--- config.mk ---
export PLATFORM = sky130hd
export DESIGN_NAME = vehicle_identity_motion_tracker_unit_flat
export DESIGN_NICKNAME = d
export VERILOG_FILES = /design/src/rtl/core/vimt_pkg.sv /design/src/rtl/core/vimt_obs_if.sv /design/src/rtl/core/vimt_res_if.sv /design/src/rtl/core/vimt_motion.sv /design/src/rtl/core/vehicle_identity_motion_tracker_unit.sv /design/src/flat_wrapper.sv
export VERILOG_INCLUDE_DIRS = /design/src /design/src/rtl/core
export SDC_FILE = /design/constraint.sdc
export NUM_CORES = 2
export LEC_CHECK = 0
export BUFFER_PORTS_ARGS = -buffer_cell sky130_fd_sc_hd__buf_2
export CORE_UTILIZATION = 65
export DETAILED_ROUTE_END_ITERATION = 16
export PLACE_DENSITY = 0.83
export SYNTH_ARGS = -nofsm -noshare
export SYNTH_HDL_FRONTEND = slang
export SYNTH_SLANG_ARGS = --single-unit
--- constraint.sdc ---
create_clock -name clk -period 18.55 [get_ports clk]
set_input_delay 3.71 -clock clk [delete_from_list [all_inputs] [get_ports clk]]
set_output_delay 3.71 -clock clk [all_outputs]
set_load 0.02 [all_outputs]
--- src/rtl/core/vehicle_identity_motion_tracker_unit_macros.svh ---
// Assertion macros for the vehicle identity and motion tracker.
`ifndef VEHICLE_IDENTITY_MOTION_TRACKER_UNIT_MACROS_SVH
`define VEHICLE_IDENTITY_MOTION_TRACKER_UNIT_MACROS_SVH

// Check cons in the same cycle as ante.
`define VIMT_ASSERT_SAME(label, ante, cons, msg) \
label: assert property (@(posedge clk) disable iff (!rst_n) (ante) |-> (cons)) else $error(msg);

// Check cons in the cycle after ante.
`define VIMT_ASSERT_NEXT(label, ante, cons, msg) \
label: assert property (@(posedge clk) disable iff (!rst_n) (ante) |=> (cons)) else $error(msg);

`endif

--- src/rtl/core/vimt_pkg.sv ---
`timescale 1ns / 1ps
`default_nettype none

package vimt_pkg;

    typedef enum logic [2:0] {
        TR_NONE        = 3'd0,
        TR_RAW         = 3'd1,
        TR_ANCHORED    = 3'd2,
        TR_REACQUIRED  = 3'd3,
        TR_CHANGED     = 3'd4,
        TR_EXITED      = 3'd5,
        TR_INVALIDATED = 3'd6
    } trans_t;

    localparam logic [31:0] US_PER_SECOND = 32'd1000000;
    localparam logic [47:0] ACC_POS_MAX   = 48'h7FFF_FFFF_FFFF;
    localparam logic [47:0] ACC_NEG_MAG   = 48'h8000_0000_0000;

    typedef struct packed {
        logic        start;
        logic        drop;
        logic [31:0] velocity_x;
        logic [31:0] velocity_y;
        logic [31:0] velocity_z;
        logic [63:0] time_us;
    } motion_cmd_t;

    typedef struct packed {
        logic        busy;
        logic        done;
        logic [32:0] speed;
        logic        accel_valid;
        logic [47:0] acceleration;
        logic [31:0] interval_us;
    } motion_rsp_t;

endpackage

`default_nettype wire

--- src/rtl/core/vimt_obs_if.sv ---
`timescale 1ns / 1ps
`default_nettype none

interface vimt_obs_if;
    logic        valid;
    logic        ready;
    logic        raw_event_seen;
    logic        loading;
    logic        identity_readable;
    logic        identity_fresh;
    logic [63:0] vehicle_address;
    logic [31:0] vehicle_form_id;
    logic        velocity_readable;
    logic signed [31:0] velocity_x;
    logic signed [31:0] velocity_y;
    logic signed [31:0] velocity_z;
    logic [63:0] time_us;

    modport source (
        output valid, raw_event_seen, loading, identity_readable, identity_fresh,
               vehicle_address, vehicle_form_id, velocity_readable,
               velocity_x, velocity_y, velocity_z, time_us,
        input  ready
    );

    modport sink (
        input  valid, raw_event_seen, loading, identity_readable, identity_fresh,
               vehicle_address, vehicle_form_id, velocity_readable,
               velocity_x, velocity_y, velocity_z, time_us,
        output ready
    );
endinterface

`default_nettype wire

--- src/rtl/core/vimt_res_if.sv ---
`timescale 1ns / 1ps
`default_nettype none

interface vimt_res_if;
    logic        valid;
    logic        ready;
    logic [2:0]  transition;
    logic [31:0] epoch;
    logic        authority_active;
    logic        speed_valid;
    logic [32:0] speed;
    logic        accel_valid;
    logic signed [47:0] acceleration;
    logic [31:0] interval_us;

    modport source (
        output valid, transition, epoch, authority_active, speed_valid, speed,
               accel_valid, acceleration, interval_us,
        input  ready
    );

    modport sink (
        input  valid, transition, epoch, authority_active, speed_valid, speed,
               accel_valid, acceleration, interval_us,
        output ready
    );
endinterface

`default_nettype wire

--- src/rtl/core/vimt_motion.sv ---
`timescale 1ns / 1ps
`default_nettype none

module vimt_motion (
    input  wire                    clk,
    input  wire                    rst_n,
    input  vimt_pkg::motion_cmd_t  cmd,
    output vimt_pkg::motion_rsp_t  rsp
);
    import vimt_pkg::*;

    localparam int SQUARE_STEPS = 4;
    localparam int ROOT_STEPS   = 32;
    localparam int DIV_STEPS    = 52;
    localparam int CNT_W        = $clog2(DIV_STEPS);

    typedef enum logic [6:0] {
        M_IDLE   = 7'b0000001,
        M_SQUARE = 7'b0000010,
        M_ROOT   = 7'b0000100,
        M_DIFF   = 7'b0001000,
        M_SCALE  = 7'b0010000,
        M_DIVIDE = 7'b0100000,
        M_FINISH = 7'b1000000
    } mstate_t;

    mstate_t           state_reg, state_next;
    logic [CNT_W-1:0]  cnt_reg, cnt_next;
    logic              prior_valid_reg, prior_valid_next;
    logic [63:0]       prior_time_reg, prior_time_next;
    logic [31:0]       prior_speed_reg, prior_speed_next;
    logic              has_prior_reg, has_prior_next;

    logic [31:0]       m0_reg, m0_next;
    logic [31:0]       m1_reg, m1_next;
    logic [31:0]       m2_reg, m2_next;
    logic [63:0]       prod_reg, prod_next;
    logic [63:0]       work_reg, work_next;
    logic [63:0]       rem_reg, rem_next;
    logic [51:0]       q_reg, q_next;
    logic [31:0]       spd_reg, spd_next;
    logic [31:0]       diff_reg, diff_next;
    logic              neg_reg, neg_next;
    logic [63:0]       now_reg, now_next;
    logic [63:0]       delta_reg, delta_next;

    logic [31:0]       mul_a, mul_b;
    logic [63:0]       mul_out;
    logic [64:0]       opa, opb;
    logic [65:0]       sub_full;
    logic              ge;
    logic [31:0]       mag_x, mag_y, mag_z;
    logic [47:0]       mag_sat;
    logic [47:0]       acc_sat;

    assign mag_x = cmd.velocity_x[31] ? (~cmd.velocity_x + 32'd1) : cmd.velocity_x;
    assign mag_y = cmd.velocity_y[31] ? (~cmd.velocity_y + 32'd1) : cmd.velocity_y;
    assign mag_z = cmd.velocity_z[31] ? (~cmd.velocity_z + 32'd1) : cmd.velocity_z;

    assign mul_out  = 64'(mul_a) * 64'(mul_b);
    assign sub_full = {1'b0, opa} - {1'b0, opb};
    assign ge       = ~sub_full[65];

    always_comb
    begin
        mul_a = '0;
        mul_b = '0;
        opa   = '0;
        opb   = '0;
        case (state_reg)
            M_SQUARE:
            begin
                mul_a = m0_reg;
                mul_b = m0_reg;
            end
            M_SCALE:
            begin
                mul_a = diff_reg;
                mul_b = US_PER_SECOND;
            end
            M_ROOT:
            begin
                opa = {30'd0, rem_reg[32:0], work_reg[63:62]};
                opb = {31'd0, q_reg[31:0], 2'b01};
            end
            M_DIFF:
            begin
                opa = {33'd0, q_reg[31:0]};
                opb = {33'd0, prior_speed_reg};
            end
            M_DIVIDE:
            begin
                opa = {rem_reg, work_reg[63]};
                opb = {1'b0, delta_reg};
            end
            default:
            begin
                mul_a = '0;
            end
        endcase
    end

    always_comb
    begin
        state_next       = state_reg;
        cnt_next         = cnt_reg;
        prior_valid_next = prior_valid_reg;
        prior_time_next  = prior_time_reg;
        prior_speed_next = prior_speed_reg;
        has_prior_next   = has_prior_reg;
        m0_next          = m0_reg;
        m1_next          = m1_reg;
        m2_next          = m2_reg;
        prod_next        = prod_reg;
        work_next        = work_reg;
        rem_next         = rem_reg;
        q_next           = q_reg;
        spd_next         = spd_reg;
        diff_next        = diff_reg;
        neg_next         = neg_reg;
        now_next         = now_reg;
        delta_next       = delta_reg;
        case (state_reg)
            M_IDLE:
            begin
                if (cmd.drop)
                begin
                    prior_valid_next = 1'b0;
                    prior_time_next  = '0;
                    prior_speed_next = '0;
                end
                if (cmd.start)
                begin
                    m0_next        = mag_x;
                    m1_next        = mag_y;
                    m2_next        = mag_z;
                    now_next       = cmd.time_us;
                    has_prior_next = !cmd.drop && prior_valid_reg &&
                                     (cmd.time_us > prior_time_reg);
                    delta_next     = cmd.time_us - prior_time_reg;
                    prod_next      = '0;
                    work_next      = '0;
                    cnt_next       = '0;
                    state_next     = M_SQUARE;
                end
            end
            M_SQUARE:
            begin
                prod_next = mul_out;
                work_next = work_reg + prod_reg;
                m0_next   = m1_reg;
                m1_next   = m2_reg;
                m2_next   = '0;
                cnt_next  = cnt_reg + CNT_W'(1);
                if (cnt_reg == CNT_W'(SQUARE_STEPS - 1))
                begin
                    cnt_next   = '0;
                    rem_next   = '0;
                    q_next     = '0;
                    state_next = M_ROOT;
                end
            end
            M_ROOT:
            begin
                if (ge)
                begin
                    rem_next = sub_full[63:0];
                    q_next   = {q_reg[50:0], 1'b1};
                end
                else
                begin
                    rem_next = opa[63:0];
                    q_next   = {q_reg[50:0], 1'b0};
                end
                work_next = {work_reg[61:0], 2'b00};
                cnt_next  = cnt_reg + CNT_W'(1);
                if (cnt_reg == CNT_W'(ROOT_STEPS - 1))
                begin
                    state_next = M_DIFF;
                end
            end
            M_DIFF:
            begin
                spd_next   = q_reg[31:0];
                neg_next   = !ge;
                diff_next  = ge ? sub_full[31:0] : (~sub_full[31:0] + 32'd1);
                state_next = has_prior_reg ? M_SCALE : M_FINISH;
            end
            M_SCALE:
            begin
                work_next  = {mul_out[51:0], 12'd0};
                rem_next   = '0;
                q_next     = '0;
                cnt_next   = '0;
                state_next = M_DIVIDE;
            end
            M_DIVIDE:
            begin
                if (ge)
                begin
                    rem_next = sub_full[63:0];
                    q_next   = {q_reg[50:0], 1'b1};
                end
                else
                begin
                    rem_next = opa[63:0];
                    q_next   = {q_reg[50:0], 1'b0};
                end
                work_next = {work_reg[62:0], 1'b0};
                cnt_next  = cnt_reg + CNT_W'(1);
                if (cnt_reg == CNT_W'(DIV_STEPS - 1))
                begin
                    state_next = M_FINISH;
                end
            end
            M_FINISH:
            begin
                prior_valid_next = 1'b1;
                prior_time_next  = now_reg;
                prior_speed_next = spd_reg;
                state_next       = M_IDLE;
            end
            default:
            begin
                state_next = M_IDLE;
            end
        endcase
    end

    // saturate the quotient and apply the sign of the speed change
    always_comb
    begin
        if (neg_reg)
        begin
            mag_sat = (q_reg > {4'd0, ACC_NEG_MAG}) ? ACC_NEG_MAG : q_reg[47:0];
            acc_sat = ~mag_sat + 48'd1;
        end
        else
        begin
            mag_sat = q_reg[47:0];
            acc_sat = (q_reg > {4'd0, ACC_POS_MAX}) ? ACC_POS_MAX : q_reg[47:0];
        end
    end

    assign rsp.busy         = (state_reg != M_IDLE);
    assign rsp.done         = (state_reg == M_FINISH);
    assign rsp.speed        = {1'b0, spd_reg};
    assign rsp.accel_valid  = has_prior_reg;
    assign rsp.acceleration = has_prior_reg ? acc_sat : '0;
    assign rsp.interval_us  = !has_prior_reg ? '0 :
                              (|delta_reg[63:32]) ? 32'hFFFF_FFFF : delta_reg[31:0];

    always_ff @(posedge clk or negedge rst_n)
    begin
        if (!rst_n)
        begin
            state_reg       <= M_IDLE;
            cnt_reg         <= '0;
            prior_valid_reg <= 1'b0;
            prior_time_reg  <= '0;
            prior_speed_reg <= '0;
            has_prior_reg   <= 1'b0;
        end
        else
        begin
            state_reg       <= state_next;
            cnt_reg         <= cnt_next;
            prior_valid_reg <= prior_valid_next;
            prior_time_reg  <= prior_time_next;
            prior_speed_reg <= prior_speed_next;
            has_prior_reg   <= has_prior_next;
        end
    end

    always_ff @(posedge clk)
    begin
        m0_reg    <= m0_next;
        m1_reg    <= m1_next;
        m2_reg    <= m2_next;
        prod_reg  <= prod_next;
        work_reg  <= work_next;
        rem_reg   <= rem_next;
        q_reg     <= q_next;
        spd_reg   <= spd_next;
        diff_reg  <= diff_next;
        neg_reg   <= neg_next;
        now_reg   <= now_next;
        delta_reg <= delta_next;
    end

endmodule

`default_nettype wire

--- src/rtl/core/vehicle_identity_motion_tracker_unit.sv ---
// Vehicle identity and motion tracker.
// obs carries one observation per transaction (valid/ready); res returns exactly one
// result per observation, in order, through an output register.
// obs.ready is high only while no observation is in work; a new observation may be
// taken while the previous result still waits in the output register.
// Observations that produce no speed (loading, no anchored identity, velocity
// unreadable) skip the motion unit and go from ST_OUT into the output register.
// Speed without acceleration: squaring on the shared multiplier, 32 restoring
// square-root steps on the shared subtractor, then sign and finish.
// Speed with acceleration adds one scaling multiply by 1000000, then 52 quotient
// bits, one per cycle through the same subtractor.
// No new observation is taken until the previous one reaches the output register.
// When res.ready is low the result holds; the next result waits in its own
// staging register and obs.ready stays low until the output register frees.
// Reset clears the anchored identity, the epoch counter, the fresh-read flag and
// the speed history, and empties both channels.
`timescale 1ns / 1ps
`default_nettype none
`include "vehicle_identity_motion_tracker_unit_macros.svh"

module vehicle_identity_motion_tracker_unit (
    input  wire         clk,
    input  wire         rst_n,
    vimt_obs_if.sink    obs,
    vimt_res_if.source  res
);
    import vimt_pkg::*;

    typedef enum logic [2:0] {
        ST_IDLE = 3'b001,
        ST_BUSY = 3'b010,
        ST_OUT  = 3'b100
    } state_t;

    state_t        state_reg, state_next;
    logic          active_reg, active_next;
    logic          need_fresh_reg, need_fresh_next;
    logic [63:0]   held_addr_reg, held_addr_next;
    logic [31:0]   held_form_reg, held_form_next;
    logic [31:0]   epoch_reg, epoch_next;
    logic          out_valid_reg, out_valid_next;

    trans_t        pend_tr_reg;
    logic [31:0]   pend_epoch_reg;
    logic          pend_active_reg;
    logic          pend_speed_valid_reg;
    logic [32:0]   pend_speed_reg;
    logic          pend_accel_valid_reg;
    logic [47:0]   pend_accel_reg;
    logic [31:0]   pend_interval_reg;

    trans_t        out_tr_reg;
    logic [31:0]   out_epoch_reg;
    logic          out_active_reg;
    logic          out_speed_valid_reg;
    logic [32:0]   out_speed_reg;
    logic          out_accel_valid_reg;
    logic [47:0]   out_accel_reg;
    logic [31:0]   out_interval_reg;

    trans_t        tr;
    logic          accept;
    logic          usable;
    logic          exiting;
    logic          load_out;
    motion_cmd_t   mcmd;
    motion_rsp_t   mrsp;

    assign obs.ready = (state_reg == ST_IDLE);
    assign accept    = obs.valid && obs.ready;
    assign load_out  = (state_reg == ST_OUT) && (!out_valid_reg || res.ready);

    assign usable  = obs.identity_readable && (obs.vehicle_address != '0) &&
                     (obs.vehicle_form_id != '0) && (!need_fresh_reg || obs.identity_fresh);
    assign exiting = obs.identity_readable && obs.identity_fresh &&
                     (obs.vehicle_address == '0) && (obs.vehicle_form_id == '0);

    always_comb
    begin
        active_next     = active_reg;
        need_fresh_next = need_fresh_reg;
        held_addr_next  = held_addr_reg;
        held_form_next  = held_form_reg;
        epoch_next      = epoch_reg;
        tr              = obs.raw_event_seen ? TR_RAW : TR_NONE;
        mcmd.start      = 1'b0;
        mcmd.drop       = 1'b0;
        mcmd.velocity_x = obs.velocity_x;
        mcmd.velocity_y = obs.velocity_y;
        mcmd.velocity_z = obs.velocity_z;
        mcmd.time_us    = obs.time_us;
        if (obs.loading)
        begin
            tr              = active_reg ? TR_INVALIDATED : TR_NONE;
            active_next     = 1'b0;
            held_addr_next  = '0;
            held_form_next  = '0;
            need_fresh_next = 1'b1;
            mcmd.drop       = 1'b1;
        end
        else
        begin
            if (usable)
            begin
                if (!active_reg)
                begin
                    active_next     = 1'b1;
                    held_addr_next  = obs.vehicle_address;
                    held_form_next  = obs.vehicle_form_id;
                    epoch_next      = epoch_reg + 32'd1;
                    tr              = need_fresh_reg ? TR_REACQUIRED : TR_ANCHORED;
                    need_fresh_next = 1'b0;
                    mcmd.drop       = 1'b1;
                end
                else if ((held_addr_reg != obs.vehicle_address) ||
                         (held_form_reg != obs.vehicle_form_id))
                begin
                    held_addr_next = obs.vehicle_address;
                    held_form_next = obs.vehicle_form_id;
                    epoch_next     = epoch_reg + 32'd1;
                    tr             = TR_CHANGED;
                    mcmd.drop      = 1'b1;
                end
            end
            else if (exiting)
            begin
                if (active_reg)
                begin
                    tr = TR_EXITED;
                end
                active_next    = 1'b0;
                held_addr_next = '0;
                held_form_next = '0;
                mcmd.drop      = 1'b1;
            end

            if (obs.velocity_readable)
            begin
                if (active_next)
                begin
                    mcmd.start = 1'b1;
                end
                else
                begin
                    mcmd.drop = 1'b1;
                end
            end
        end
        // only a real transaction reaches the motion unit
        mcmd.start = mcmd.start && accept;
        mcmd.drop  = mcmd.drop && accept;
    end

    vimt_motion u_motion (
        .clk   (clk),
        .rst_n (rst_n),
        .cmd   (mcmd),
        .rsp   (mrsp)
    );

    always_comb
    begin
        state_next     = state_reg;
        out_valid_next = out_valid_reg;
        if (res.ready)
        begin
            out_valid_next = 1'b0;
        end
        case (state_reg)
            ST_IDLE:
            begin
                if (accept)
                begin
                    state_next = mcmd.start ? ST_BUSY : ST_OUT;
                end
            end
            ST_BUSY:
            begin
                if (mrsp.done)
                begin
                    state_next = ST_OUT;
                end
            end
            ST_OUT:
            begin
                if (load_out)
                begin
                    out_valid_next = 1'b1;
                    state_next     = ST_IDLE;
                end
            end
            default:
            begin
                state_next = ST_IDLE;
            end
        endcase
    end

    always_ff @(posedge clk or negedge rst_n)
    begin
        if (!rst_n)
        begin
            state_reg      <= ST_IDLE;
            active_reg     <= 1'b0;
            need_fresh_reg <= 1'b0;
            held_addr_reg  <= '0;
            held_form_reg  <= '0;
            epoch_reg      <= '0;
            out_valid_reg  <= 1'b0;
        end
        else
        begin
            state_reg     <= state_next;
            out_valid_reg <= out_valid_next;
            if (accept)
            begin
                active_reg     <= active_next;
                need_fresh_reg <= need_fresh_next;
                held_addr_reg  <= held_addr_next;
                held_form_reg  <= held_form_next;
                epoch_reg      <= epoch_next;
            end
        end
    end

    always_ff @(posedge clk)
    begin
        if (accept)
        begin
            pend_tr_reg          <= tr;
            pend_epoch_reg       <= epoch_next;
            pend_active_reg      <= active_next;
            pend_speed_valid_reg <= 1'b0;
            pend_speed_reg       <= '0;
            pend_accel_valid_reg <= 1'b0;
            pend_accel_reg       <= '0;
            pend_interval_reg    <= '0;
        end
        else if ((state_reg == ST_BUSY) && mrsp.done)
        begin
            pend_speed_valid_reg <= 1'b1;
            pend_speed_reg       <= mrsp.speed;
            pend_accel_valid_reg <= mrsp.accel_valid;
            pend_accel_reg       <= mrsp.acceleration;
            pend_interval_reg    <= mrsp.interval_us;
        end
        if (load_out)
        begin
            out_tr_reg          <= pend_tr_reg;
            out_epoch_reg       <= pend_epoch_reg;
            out_active_reg      <= pend_active_reg;
            out_speed_valid_reg <= pend_speed_valid_reg;
            out_speed_reg       <= pend_speed_reg;
            out_accel_valid_reg <= pend_accel_valid_reg;
            out_accel_reg       <= pend_accel_reg;
            out_interval_reg    <= pend_interval_reg;
        end
    end

    assign res.valid            = out_valid_reg;
    assign res.transition       = out_tr_reg;
    assign res.epoch            = out_epoch_reg;
    assign res.authority_active = out_active_reg;
    assign res.speed_valid      = out_speed_valid_reg;
    assign res.speed            = out_speed_reg;
    assign res.accel_valid      = out_accel_valid_reg;
    assign res.acceleration     = out_accel_reg;
    assign res.interval_us      = out_interval_reg;

    `VIMT_ASSERT_SAME(a_ready_unit_idle, obs.ready, !mrsp.busy, "observation taken while unit busy")
    `VIMT_ASSERT_SAME(a_done_when_busy, mrsp.done, state_reg == ST_BUSY, "unit finished outside busy")
    `VIMT_ASSERT_SAME(a_accel_needs_speed, res.valid && res.accel_valid, res.speed_valid && res.authority_active, "acceleration without speed")
    `VIMT_ASSERT_NEXT(a_epoch_step, accept, (epoch_reg == $past(epoch_reg)) || (epoch_reg == $past(epoch_reg) + 32'd1), "epoch moved by more than one")

endmodule

`default_nettype wire
--- src/flat_wrapper.sv ---
// flat-port wrapper written by rule: the top's interface ports become plain ports
module vehicle_identity_motion_tracker_unit_flat import vimt_pkg::*;
  (clk, rst_n, obs_valid, obs_raw_event_seen, obs_loading, obs_identity_readable, obs_identity_fresh, obs_vehicle_address, obs_vehicle_form_id, obs_velocity_readable, obs_velocity_x, obs_velocity_y, obs_velocity_z, obs_time_us, obs_ready, res_valid, res_transition, res_epoch, res_authority_active, res_speed_valid, res_speed, res_accel_valid, res_acceleration, res_interval_us, res_ready);
  vimt_obs_if obs_i ();
  vimt_res_if res_i ();
  input  wire clk;
  input  wire rst_n;
  input wire logic [$bits(obs_i.valid)-1:0] obs_valid;
  input wire logic [$bits(obs_i.raw_event_seen)-1:0] obs_raw_event_seen;
  input wire logic [$bits(obs_i.loading)-1:0] obs_loading;
  input wire logic [$bits(obs_i.identity_readable)-1:0] obs_identity_readable;
  input wire logic [$bits(obs_i.identity_fresh)-1:0] obs_identity_fresh;
  input wire logic [$bits(obs_i.vehicle_address)-1:0] obs_vehicle_address;
  input wire logic [$bits(obs_i.vehicle_form_id)-1:0] obs_vehicle_form_id;
  input wire logic [$bits(obs_i.velocity_readable)-1:0] obs_velocity_readable;
  input wire logic [$bits(obs_i.velocity_x)-1:0] obs_velocity_x;
  input wire logic [$bits(obs_i.velocity_y)-1:0] obs_velocity_y;
  input wire logic [$bits(obs_i.velocity_z)-1:0] obs_velocity_z;
  input wire logic [$bits(obs_i.time_us)-1:0] obs_time_us;
  output wire logic [$bits(obs_i.ready)-1:0] obs_ready;
  output wire logic [$bits(res_i.valid)-1:0] res_valid;
  output wire logic [$bits(res_i.transition)-1:0] res_transition;
  output wire logic [$bits(res_i.epoch)-1:0] res_epoch;
  output wire logic [$bits(res_i.authority_active)-1:0] res_authority_active;
  output wire logic [$bits(res_i.speed_valid)-1:0] res_speed_valid;
  output wire logic [$bits(res_i.speed)-1:0] res_speed;
  output wire logic [$bits(res_i.accel_valid)-1:0] res_accel_valid;
  output wire logic [$bits(res_i.acceleration)-1:0] res_acceleration;
  output wire logic [$bits(res_i.interval_us)-1:0] res_interval_us;
  input wire logic [$bits(res_i.ready)-1:0] res_ready;
  assign obs_i.valid = obs_valid;
  assign obs_i.raw_event_seen = obs_raw_event_seen;
  assign obs_i.loading = obs_loading;
  assign obs_i.identity_readable = obs_identity_readable;
  assign obs_i.identity_fresh = obs_identity_fresh;
  assign obs_i.vehicle_address = obs_vehicle_address;
  assign obs_i.vehicle_form_id = obs_vehicle_form_id;
  assign obs_i.velocity_readable = obs_velocity_readable;
  assign obs_i.velocity_x = obs_velocity_x;
  assign obs_i.velocity_y = obs_velocity_y;
  assign obs_i.velocity_z = obs_velocity_z;
  assign obs_i.time_us = obs_time_us;
  assign obs_ready = obs_i.ready;
  assign res_valid = res_i.valid;
  assign res_transition = res_i.transition;
  assign res_epoch = res_i.epoch;
  assign res_authority_active = res_i.authority_active;
  assign res_speed_valid = res_i.speed_valid;
  assign res_speed = res_i.speed;
  assign res_accel_valid = res_i.accel_valid;
  assign res_acceleration = res_i.acceleration;
  assign res_interval_us = res_i.interval_us;
  assign res_i.ready = res_ready;
  vehicle_identity_motion_tracker_unit u_core (.clk(clk), .rst_n(rst_n), .obs(obs_i), .res(res_i));
endmodule
==> impl_metrics.yaml <==
routing:
  ant_nets: 0
  drt_wl_total_mm: 292
  wire_per_inst_um: 25.6
  drc: 0
  vias_per_cell: 6.47
  drt-initial-drc-count: 8621
  dr.pass1.iters: 7
  vias: 74000
logic_synthesis:
  synth_edf_count: 719
  yosysMostFrequentCell: "nand2_1"
  syn-num-nets: 11000
  synthArstFlopShare_pct: 22.7
  netlist_top_cells_area: "edfxtp_1 (24%), fa_1 (20%), dfrtp_1 (6.8%)"
  synth_common_cells: "nand2_1 (1380), inv_1 (1170), fa_1 (899)"
  synth_top_area_share_pct: 24.2
  ys_seq_area_share_pct: 33.6
  ys_ff_latch: 1078
  ys_warn_count: 0
  syn_inst: 9370
  post_synth.cell_area_avg_um2: 9.54
  synth_area_mm2: 0.0894
  synth.distinct_cells: 102
  synth_ff_type: "edfxtp_1"
  yosysTopAreaCell: "edfxtp_1"
worst_setup_path:
  required_ns: 18.99
  cp_max_fo: 87
  crit_path_top_delay_cell: "a221oi_1"
  worst_ep_arrival_time_ns: 13.19
  worstSetupEndpointType: "register"
  crit_type: "register to register"
  r2r_slack_ns: 5.80
  critPathMostFrequentCell: "fa_1"
  critPathMaxStageDelay_ns: 0.92
  cp-start-kind: "register"
global_routing:
  grt_use_total_pct: 41.7
  grt_pass1_wl_mm: 440
  grt_pass1_vias: 73900
  grt_max_degree: 132
  grt_remaining_overflow: 0
  antenna_found_initial: 23
clock_tree:
  cts_inserted_buffers: 110
  post_cts_buffers: 0
  cts_resized: 0
  cts_buffer_depth: 3
  cts-root-buf: "clkbuf_16"
  clkTransAtPathRegs_ns: 0.06
  cts_sinks: 1078
  htree_levels: 3
  postCtsHoldBufs: 0
  cts_tree: "done"
  clk_latency_ns: 0.78
place:
  gp_congestion: 1.13
  placed_cell_area_mm2: 0.0929
  io_buffers: 416
  hpwlAfterDp_mm: 215
final_layout:
  drive_gt1_share_pct: 8.30
  nNetsFinal: 11200
  final_cell_area_mm2: 0.0969
  final_core_util_pct: 71.3
  syn_to_final_growth_pct: 8.42
power:
  finalPower_mw: 6.46
  p_per_area_mw_per_mm2: 66.7
  p_leak_nw: 42.8
  peakVddDrop_mv: 0.0937
die:
  die_w_um: 373
  start_util_pct: 65.7
  die_area_mm2: 0.139
  num_rows: 135
  io_pins: 418
  core_mm2: 0.136
  die_h_um: 373
timing:
  setup_viol: 0
  rsz0062_at_grt: "no"
  finClkSkew_ns: 0.100
  worst_slew_pin_slew_ns: 1.33
  fmax_ghz: 0.0784
  final_min_period_over_clock_period_pct: 68.8
  tns_ns: 0
  post-route-min-period_ns: 12.75
  finalMaxSlewViolations: 0
  hold_violations: 0
  slew_headroom_pct: 11.4
hold_path:
  hold_class: "register to register"
run_status:
  status: "completed"
run:
  cap_violations: 0
==> where the power goes <==
group	leakage, nW	switching, mW	internal [mW]
clock	1.87	1.03	1.37
sequential	11.2	0.120	2.77
combinational	29.8	0.785	0.385
total	42.8	1.93	4.53
==> stage by stage <==
stage | setup WS (ns) | hold slack (ns) | cells
after floorplan | 9.11 | 0.400 | 9370
after global placement | 6.48 | 0.402 | 11200
after detailed placement | 6.34 | 0.405 | 11200
after CTS | 6.18 | 0.401 | 11400
after global routing | 5.42 | 0.413 | 11400
final | 5.80 | 0.411 | 11400
==> worst max-delay path, delay by kind of cell (launching register included) <==
kind                     cells  cell delay, ns
adder cells (fa/ha/maj)      9            4.01
buffers and inverters        7            2.61
flip-flops                   1            0.44
XOR/XNOR                     1            0.17
AND/OR/NAND/NOR              5            1.71
AO/OA/AOI/OAI               10            3.41
==> kinds of logic (layout without fill, tap and decap cells) <==
kind of cell / count (synthesis) / count (layout) / share of synthesized area (%)
AO/OA/AOI/OAI: 1854 / 1854 / 13.5
XOR/XNOR: 510 / 510 / 5.00
adder cells (fa/ha/maj): 1360 / 1360 / 26.6
buffers and inverters: 1667 / 1930 / 7.07
flip-flops: 1078 / 1078 / 33.6
multiplexers: 9 / 9 / 0.105
other: 1 / 24 / 0.00420
AND/OR/NAND/NOR: 2891 / 2891 / 14.2
==> layout make-up <==
class,count,area (µm²)
Multi-Input combinational cell,6625,53200
Fill cell,9990,39100
Sequential cell,1078,30000
Inverter,1186,4460
Timing Repair Buffer,537,3000
Clock buffer,138,2980
Tap cell,1781,2230
Clock inverter,69,947
Antenna cell,23,57.6
==> per-layer routing <==
layer | up-vias | wire length, µm | global-route usage [%]
met5 | - | 78 | 0
met4 | 10 | 24500 | 28.2
met3 | 1352 | 34200 | 10.9
met2 | 4844 | 131000 | 64.6
met1 | 36100 | 103000 | 51.6
li1 | 31700 | - | -
==> cells in the final DEF, fill, tap and decap left out, types with 211 or more instances in the layout <==
master,instances
fa_1,899
nand2_1,1376
xnor2_1,299
nor2_1,762
o21ai_0,436
edfxtp_1,719
xor2_1,211
ha_1,461
inv_1,1167
buf_2,415
dfrtp_1,243
a21oi_1,509
==> final timing paths <==
check | startpoint | endpoint | cells past startpoint
setup / recovery | u_core.u_motion.state_reg[4] | u_core.u_motion.work_reg[48] | 32
hold / removal | u_core.pend_interval_reg[19] | u_core.res.interval_us[19] | 0
setup reg to reg | u_core.u_motion.state_reg[4] | u_core.u_motion.work_reg[48] | 32
hold reg to reg | u_core.pend_interval_reg[19] | u_core.res.interval_us[19] | 0
max in group asynchronous | rst_n | u_core.u_motion.prior_time_reg[61] | 3
min in group asynchronous | rst_n | u_core.held_form_reg[27] | 1
Power figures use the tool's default switching activity.
